`src/design/assert_macros.svh`:
```
// Assertion helpers included by the receiver RTL.
`ifndef ASSERT_MACROS_SVH
`define ASSERT_MACROS_SVH

// Clocked check, switched off while reset is held.
`define RCFR_ASSERT(label, prop, msg) \
    label: assert property (@(posedge clk) disable iff (!rst_n) prop) else $error(msg);

// Clocked check that also runs during reset.
`define RCFR_ASSERT_ALWAYS(label, prop, msg) \
    label: assert property (@(posedge clk) prop) else $error(msg);

`endif

```
`src/design/rcfr_pkg.sv`:
```
// ----------------------------------------------------------------------------
// rcfr_pkg
// Constants and types for the RC channel frame receiver.
// ----------------------------------------------------------------------------
`default_nettype none

package rcfr_pkg;

    localparam int FRAME_BYTES = 32;
    localparam int CHANNELS    = 14;

    localparam int POS_W   = 6;
    localparam int ADDR_W  = 5;
    localparam int CHAN_W  = 4;
    localparam int VALUE_W = 16;
    localparam int TOL_W   = 10;
    localparam int IDX_W   = 8;

    localparam logic [7:0] START_BYTE  = 8'h20;
    localparam logic [7:0] SECOND_BYTE = 8'h40;
    localparam logic [15:0] SUM_BASE   = 16'hFFFF;

    localparam logic [IDX_W-1:0] REG_MIN_VALUE     = 8'd0;
    localparam logic [IDX_W-1:0] REG_MAX_VALUE     = 8'd1;
    localparam logic [IDX_W-1:0] REG_MID_VALUE     = 8'd2;
    localparam logic [IDX_W-1:0] REG_MID_TOLERANCE = 8'd3;

    localparam logic [VALUE_W-1:0] MIN_VALUE_RST = 16'd1000;
    localparam logic [VALUE_W-1:0] MAX_VALUE_RST = 16'd2000;
    localparam logic [VALUE_W-1:0] MID_VALUE_RST = 16'd1500;
    localparam logic [TOL_W-1:0]   MID_TOL_RST   = 10'd10;

    typedef logic [POS_W-1:0]  pos_t;
    typedef logic [ADDR_W-1:0] addr_t;
    typedef logic [CHAN_W-1:0] chan_t;

    localparam pos_t  POS_CKS_LO = pos_t'(FRAME_BYTES - 2);
    localparam pos_t  POS_CKS_HI = pos_t'(FRAME_BYTES - 1);
    localparam chan_t CHAN_LAST  = chan_t'(CHANNELS - 1);

endpackage

`default_nettype wire

```
`src/design/rc_channel_frame_receiver.sv`:
```
// ----------------------------------------------------------------------------
// rc_channel_frame_receiver
// Assembles serial bytes into a 32-byte frame, checks header and checksum,
// and streams out the clamped and centre-snapped channel values.
// ----------------------------------------------------------------------------
// Readout start: the last byte of a good frame sets SHAPE for channel 0.
// Throughput: one byte a cycle while collecting; readout steps each channel
//   through SHAPE (store read, shaped value registered) and SHOW (output
//   register), during which no byte is taken. Stalls on the output side hold SHOW.
// Reset: async, active low; clears position and registers to defaults. The
//   frame store is not cleared and needs no clearing pass.
`default_nettype none

`include "assert_macros.svh"

module rc_channel_frame_receiver
    import rcfr_pkg::*;
(
    input  wire logic              clk,
    input  wire logic              rst_n,
    input  wire logic              s_tvalid,
    output logic                   s_tready,
    input  wire logic [7:0]        s_tdata,    // [7:0] rx_byte
    output logic                   m_tvalid,
    input  wire logic              m_tready,
    output logic [23:0]            m_tdata,    // [3:0] channel_index, [19:4] channel_value
    output logic                   m_tlast,    // last_channel
    input  wire logic              cfg_valid,
    output logic                   cfg_ready,
    input  wire logic [IDX_W-1:0]  cfg_index,
    input  wire logic [15:0]       cfg_data
);

    localparam logic [1:0] ST_IDLE  = 2'd0;
    localparam logic [1:0] ST_SHAPE = 2'd1;
    localparam logic [1:0] ST_SHOW  = 2'd2;

    logic [1:0]          state_reg, state_next;
    pos_t                pos_reg, pos_next;
    logic [15:0]         sum_reg, sum_next;
    logic [7:0]          cks_lo_reg, cks_lo_next;
    logic                second_ok_reg, second_ok_next;
    chan_t               chan_reg, chan_next;
    logic [VALUE_W-1:0]  value_reg, value_next;

    logic [VALUE_W-1:0]  min_value_reg;
    logic [VALUE_W-1:0]  max_value_reg;
    logic [VALUE_W-1:0]  mid_value_reg;
    logic [TOL_W-1:0]    mid_tol_reg;

    logic [7:0]          frame_mem [FRAME_BYTES];
    logic [7:0]          rd_lo_reg, rd_hi_reg;
    logic                wr_en;
    addr_t               wr_addr;
    addr_t               rd_addr_lo, rd_addr_hi;

    logic                in_acc, out_acc;
    logic [VALUE_W-1:0]  raw;
    logic [VALUE_W:0]    raw_ext, tol_ext, mid_ext;
    logic                in_band;
    logic [VALUE_W-1:0]  shaped;

    assign in_acc    = s_tvalid && s_tready;
    assign out_acc   = m_tvalid && m_tready;
    assign s_tready  = (state_reg == ST_IDLE);
    assign cfg_ready = 1'b1;

    // Configuration registers
    always_ff @(posedge clk or negedge rst_n)
    begin
        if (!rst_n)
        begin
            min_value_reg <= MIN_VALUE_RST;
            max_value_reg <= MAX_VALUE_RST;
            mid_value_reg <= MID_VALUE_RST;
            mid_tol_reg   <= MID_TOL_RST;
        end
        else if (cfg_valid)
        begin
            case (cfg_index)
                REG_MIN_VALUE:     min_value_reg <= cfg_data;
                REG_MAX_VALUE:     max_value_reg <= cfg_data;
                REG_MID_VALUE:     mid_value_reg <= cfg_data;
                REG_MID_TOLERANCE: mid_tol_reg   <= cfg_data[TOL_W-1:0];
                default:           ;
            endcase
        end
    end

    // Frame store: one write port, two registered read ports
    assign wr_addr    = pos_reg[ADDR_W-1:0];
    assign rd_addr_lo = addr_t'({chan_next, 1'b0} + 2);
    assign rd_addr_hi = addr_t'({chan_next, 1'b0} + 3);

    always_ff @(posedge clk)
    begin
        if (wr_en)
        begin
            frame_mem[wr_addr] <= s_tdata;
        end
        rd_lo_reg <= frame_mem[rd_addr_lo];
        rd_hi_reg <= frame_mem[rd_addr_hi];
    end

    // Value shaping; the band test runs in 17 bits so nothing wraps
    assign raw     = {rd_hi_reg, rd_lo_reg};
    assign raw_ext = {1'b0, raw};
    assign tol_ext = {{(VALUE_W + 1 - TOL_W){1'b0}}, mid_tol_reg};
    assign mid_ext = {1'b0, mid_value_reg};
    assign in_band = ((raw_ext + tol_ext) > mid_ext) && (raw_ext < (mid_ext + tol_ext));

    always_comb
    begin
        if (raw < min_value_reg)
            shaped = min_value_reg;
        else if (raw > max_value_reg)
            shaped = max_value_reg;
        else if (in_band)
            shaped = mid_value_reg;
        else
            shaped = raw;
    end

    // Byte collection and readout sequencing
    always_comb
    begin
        state_next     = state_reg;
        pos_next       = pos_reg;
        sum_next       = sum_reg;
        cks_lo_next    = cks_lo_reg;
        second_ok_next = second_ok_reg;
        chan_next      = chan_reg;
        value_next     = value_reg;
        wr_en          = 1'b0;

        case (state_reg)
            ST_IDLE:
            begin
                if (in_acc)
                begin
                    if (s_tdata == START_BYTE)
                    begin
                        wr_en    = 1'b1;
                        pos_next = pos_t'(1);
                        sum_next = SUM_BASE - {8'd0, START_BYTE};
                    end
                    else if (pos_reg != '0)
                    begin
                        wr_en    = 1'b1;
                        pos_next = pos_reg + pos_t'(1);
                        if (pos_reg < POS_CKS_LO)
                            sum_next = sum_reg - {8'd0, s_tdata};
                        if (pos_reg == pos_t'(1))
                            second_ok_next = (s_tdata == SECOND_BYTE);
                        if (pos_reg == POS_CKS_LO)
                            cks_lo_next = s_tdata;
                        if (pos_reg == POS_CKS_HI)
                        begin
                            // close the frame, good or not
                            pos_next = '0;
                            if (second_ok_reg && (sum_reg == {s_tdata, cks_lo_reg}))
                            begin
                                chan_next  = '0;
                                state_next = ST_SHAPE;
                            end
                        end
                    end
                end
            end
            ST_SHAPE:
            begin
                value_next = shaped;
                state_next = ST_SHOW;
            end
            ST_SHOW:
            begin
                if (out_acc)
                begin
                    if (chan_reg == CHAN_LAST)
                    begin
                        state_next = ST_IDLE;
                    end
                    else
                    begin
                        chan_next  = chan_reg + chan_t'(1);
                        state_next = ST_SHAPE;
                    end
                end
            end
            default:
            begin
                state_next = ST_IDLE;
            end
        endcase
    end

    always_ff @(posedge clk or negedge rst_n)
    begin
        if (!rst_n)
        begin
            state_reg     <= ST_IDLE;
            pos_reg       <= '0;
            chan_reg      <= '0;
            second_ok_reg <= 1'b0;
        end
        else
        begin
            state_reg     <= state_next;
            pos_reg       <= pos_next;
            chan_reg      <= chan_next;
            second_ok_reg <= second_ok_next;
        end
    end

    always_ff @(posedge clk)
    begin
        sum_reg    <= sum_next;
        cks_lo_reg <= cks_lo_next;
        value_reg  <= value_next;
    end

    assign m_tvalid = (state_reg == ST_SHOW);
    assign m_tdata  = {4'd0, value_reg, chan_reg};
    assign m_tlast  = (chan_reg == CHAN_LAST);

    // Checks
    `RCFR_ASSERT(a_first_channel_zero,
        $fell(s_tready) |=> (m_tvalid && (m_tdata[3:0] == 4'd0)),
        "readout did not begin with channel zero")
    `RCFR_ASSERT(a_channel_step,
        (m_tvalid && m_tready && !m_tlast) |=> !m_tvalid ##1
            (m_tvalid && (m_tdata[3:0] == $past(m_tdata[3:0], 2) + 4'd1)),
        "channel index did not advance by one")
    `RCFR_ASSERT(a_last_ends_frame,
        (m_tvalid && m_tready && m_tlast) |=> (!m_tvalid && s_tready),
        "output continued after the last channel")
    `RCFR_ASSERT(a_no_overlap,
        !(s_tready && m_tvalid),
        "input taken while a channel word is pending")

endmodule

`default_nettype wire

```
`config.mk`:
```
export PLATFORM = sky130hd
export DESIGN_NAME = rc_channel_frame_receiver
export DESIGN_NICKNAME = d
export VERILOG_FILES = /design/src/design/rcfr_pkg.sv /design/src/design/rc_channel_frame_receiver.sv
export VERILOG_INCLUDE_DIRS = /design/src /design/src/design
export SDC_FILE = /design/constraint.sdc
export NUM_CORES = 1
export LEC_CHECK = 0
export BUFFER_PORTS_ARGS = -buffer_cell sky130_fd_sc_hd__buf_4
export CORE_ASPECT_RATIO = 0.75
export CORE_MARGIN = 8
export CORE_UTILIZATION = 45
export DETAILED_ROUTE_END_ITERATION = 7
export SYNTH_ARGS = -nofsm -noshare
export SYNTH_HDL_FRONTEND = slang
export SYNTH_SLANG_ARGS = --single-unit
```
`constraint.sdc`:
```
create_clock -name clk -period 5.7 [get_ports clk]
set_input_delay 0.285 -clock clk [delete_from_list [all_inputs] [get_ports clk]]
set_output_delay 0.285 -clock clk [all_outputs]
set_load 0.05 [all_outputs]
```
==> flow_summary.yaml <==
outcome:
  outcome: "completed"
synthesis:
  ys.flop_type: "edfxtp_1"
  syn_inst: 1291
  synth_top_cell_area_share: 0.491
  synth_area_leader_cell: "edfxtp_1"
  netlist_area_um2: 18100
  ys_types: 77
  synthTopCellsByArea: "edfxtp_1, dfrtp_1, ha_1"
  yosysSeqAreaShare: 0.608
  ys_warn_count: 0
  ys_ff_latch: 383
  synth-edff-count: 296
  syn_avg_cell_area_um2: 14.0
  synth-async-reset-ratio: 0.185
cells_and_area:
  diodes: 0
  multi_input_area_um2: 6630
  top_register: "frame_mem"
  utilization: 0.520
  final_cell_area_um2: 20600
  drive_gt1_frac: 0.195
  area_growth_pct: 13.8
  layout.nets: 1517
  fill_cells: 3336
  seq_area_um2: 11000
  largest_reg_flops: 256
global_routing:
  first_global_vias: 11200
  grt_use_total: 0.186
  grt_pass1_wl_mm: 67.4
  grt_max_degree: 72
  grt-ovfl-total: 0
  antenna_found_initial: 1
power_and_ir_drop:
  switching_share: 0.263
  seqPwrFrac: 0.491
  cell_internal_pwr_mw: 5.17
  comb_power_share: 0.138
  power_mw: 7.01
  ir_worst_vdd_uv: 346
  p_sw_mw: 1.85
  powerDensity_nw_per_um2: 340
  p_leak_nw: 7.64
  p_clk_frac: 0.371
placed_design:
  port_buffers: 59
  hpwl_mm: 30.1
  gp_congestion: 0.860
  placed_area_um2: 19200
cts:
  cts_resized: 0
  cts.htree.levels: 2
  cts_buffer_depth: 3
  cts_hold_buffers: 16
  cts_tree: "done"
  clockRootBuffer: "clkbuf_16"
  cts_sinks: 383
  cts_buffers: 40
  post-cts-setup-buffers: 0
  clk_pin_slew_worst_paths_ns: 0.06
  clkLatencyLatePin_ns: 0.54
critical_path:
  slowest_delay_ns: 0.57
  critPathLaunchType: "flop"
  path_max_fanout: 10
  crit_chain: "ha_1 > a21o_1 > a21oi_1 > nor2b_1 > o21ai_0 > a211oi_1 > o31ai_1 > a21oi_1 > xnor2_1 > ha_1 > a21oi_1 > nand2_1 > a21o_1 > a2111oi_0 > a21oi_1 > o2bb2ai_2 > buf_4 > mux2i_1 > a221oi_1"
  crit_path_top_delay_cell: "dfstp_2"
  crit_buf_inv: 1
  endpoint_kind: "flop"
  critPathKind: "reg -> reg"
  cp.arrival_ns: 5.60
  path_delay_family: "compound AO/OA/AOI/OAI gates"
  cp_common_cell: "a21oi_1"
  cp.required_ns: 6.04
floorplanning:
  num_rows: 63
  die_area_um2: 47000
  start_util: 0.457
  ios: 65
  chipHeight_um: 190
  fp.coreArea_um2: 39600
  dieWidth_um: 248
job:
  cap_violations: 0
routing:
  vias_per_cell: 5.73
  route.vias.total: 11100
  route.met2.wl_mm: 18.8
  drtIter0Drc: 936
  drc: 0
  met1Wirelength_mm: 21.7
  routed.top_layer: "met4"
  routed-wl-met3_mm: 2.48
  drt-total-wl_mm: 43.7
  drtPass1Iterations: 5
  wl_per_cell_um: 22.6
  postRouteAntennaNets: 0
timing:
  setup_viol: 0
  finalClockSkew_ns: 0.0181
  fmax_mhz: 190
  rsz0062_at_grt: "no"
  fin_crit_sh: 0.922
  timing.final.crit_period_ns: 5.26
  max_slew.worst_pin.slew_ns: 1.16
  slew_headroom: 0.229
  tns_ns: 0
  timing_hold_violations_final: 0
  drv_slew: 0
hold_path:
  hp-class: "in -> reg"
synthesized netlist by cell type (all sizes together), types with 32 or more instances:
cell    number
a221oi      48
a22o        32
xnor2       37
o21ai       43
ha          97
dfrtp       50
nor2        89
inv         79
edfxtp     296
mux2        43
nand2       65
mux4        32
a21oi       48
kinds of logic after synthesis:
family	Yosys count	share of synthesized area
buffers and inverters	124	0.0292
and+or+nand+nor	258	0.0698
xor gates and xnor gates	53	0.0256
muxes	93	0.0765
DFF	383	0.608
other	2	0.000415
adders and majority gates	100	0.0703
AOI/OAI and AO/OA	278	0.120
metrics by stage:
step,cells,hold WS (ns),setup WS (ns)
2_1_floorplan,1294,-0.0106,1.16
5_1_grt,1932,0.0199,0.0850
3_5_place_dp,1842,0.492,0.562
6_report,1932,0.0135,0.442
3_3_place_gp,1842,0.488,0.701
4_1_cts,1932,0.00128,0.479
worst paths after layout:
| check | start | end | slack [ns] | cells past startpoint |
|---|---|---|---|---|
| setup reg to reg | mid_tol_reg[1] | value_reg[0] | 0.44 | 19 |
| hold / removal | cfg_data[2] | min_value_reg[2] | 0.01 | 3 |
| max in group asynchronous | rst_n | mid_tol_reg[0] | 4.57 | 2 |
| setup / recovery | mid_tol_reg[1] | value_reg[0] | 0.44 | 19 |
| min in group asynchronous | rst_n | max_value_reg[11] | 0.46 | 2 |
| hold reg to reg | second_ok_reg | second_ok_reg | 0.51 | 1 |
cells in the final DEF, fill, tap and decap left out, types with 10 or more instances in the layout:
cell type	n
ha_1	96
a221o_1	17
dlygate4sd3_1	16
mux2i_1	18
a22o_1	32
o21a_1	12
nor2_1	86
mux4_2	32
xor2_1	16
inv_1	78
a21oi_1	47
a21o_1	17
o22ai_1	17
nor3_1	10
clkbuf_16	41
nand3_1	18
mux2_2	43
nand2_1	65
dfstp_2	21
nor2b_1	14
dfxtp_1	16
dfrtp_1	50
nand4_1	13
a221oi_1	27
a221oi_2	21
o21ai_1	11
edfxtp_1	296
o21ai_0	31
xnor2_1	37
buf_4	72
metal layers:
layer / up-vias / global-route usage
met5: - / 0
met4: 0 / 0.0416
met3: 50 / 0.0320
met2: 288 / 0.272
met1: 5544 / 0.287
li1: 5179 / -
power groups by stage:
| stage | Combinational [mW] | Clock, mW | Sequential (mW) |
|---|---|---|---|
| after detailed placement | 0.949 | 0 | 3.50 |
| final | 0.965 | 2.60 | 3.45 |
| after global routing | 1.09 | 2.76 | 3.47 |
| after global placement | 0.931 | 0 | 3.49 |
| after CTS | 0.965 | 2.65 | 3.45 |
| after floorplan | 0.709 | 0 | 3.42 |
worst reg2reg max path: stages, from the launching register on:
cell and delay (ns):
dfstp_2 0.57, ha_1 0.23, a21o_1 0.17, a21oi_1 0.22, nor2b_1 0.07, o21ai_0 0.33
a211oi_1 0.18, o31ai_1 0.42, a21oi_1 0.14, xnor2_1 0.15, ha_1 0.32, a21oi_1 0.17
nand2_1 0.07, a21o_1 0.17, a2111oi_0 0.57, a21oi_1 0.21, o2bb2ai_2 0.34, buf_4 0.29
mux2i_1 0.14, a221oi_1 0.29
cell type report:
class                           count  area share
Tap cell                          520      0.0316
Clock inverter                     22      0.0101
Multi-Input combinational cell    787       0.322
Inverter                           79      0.0144
Clock buffer                       52      0.0532
Sequential cell                   383       0.534
Timing Repair Buffer               89      0.0350
(Power assumes the default switching activity.)
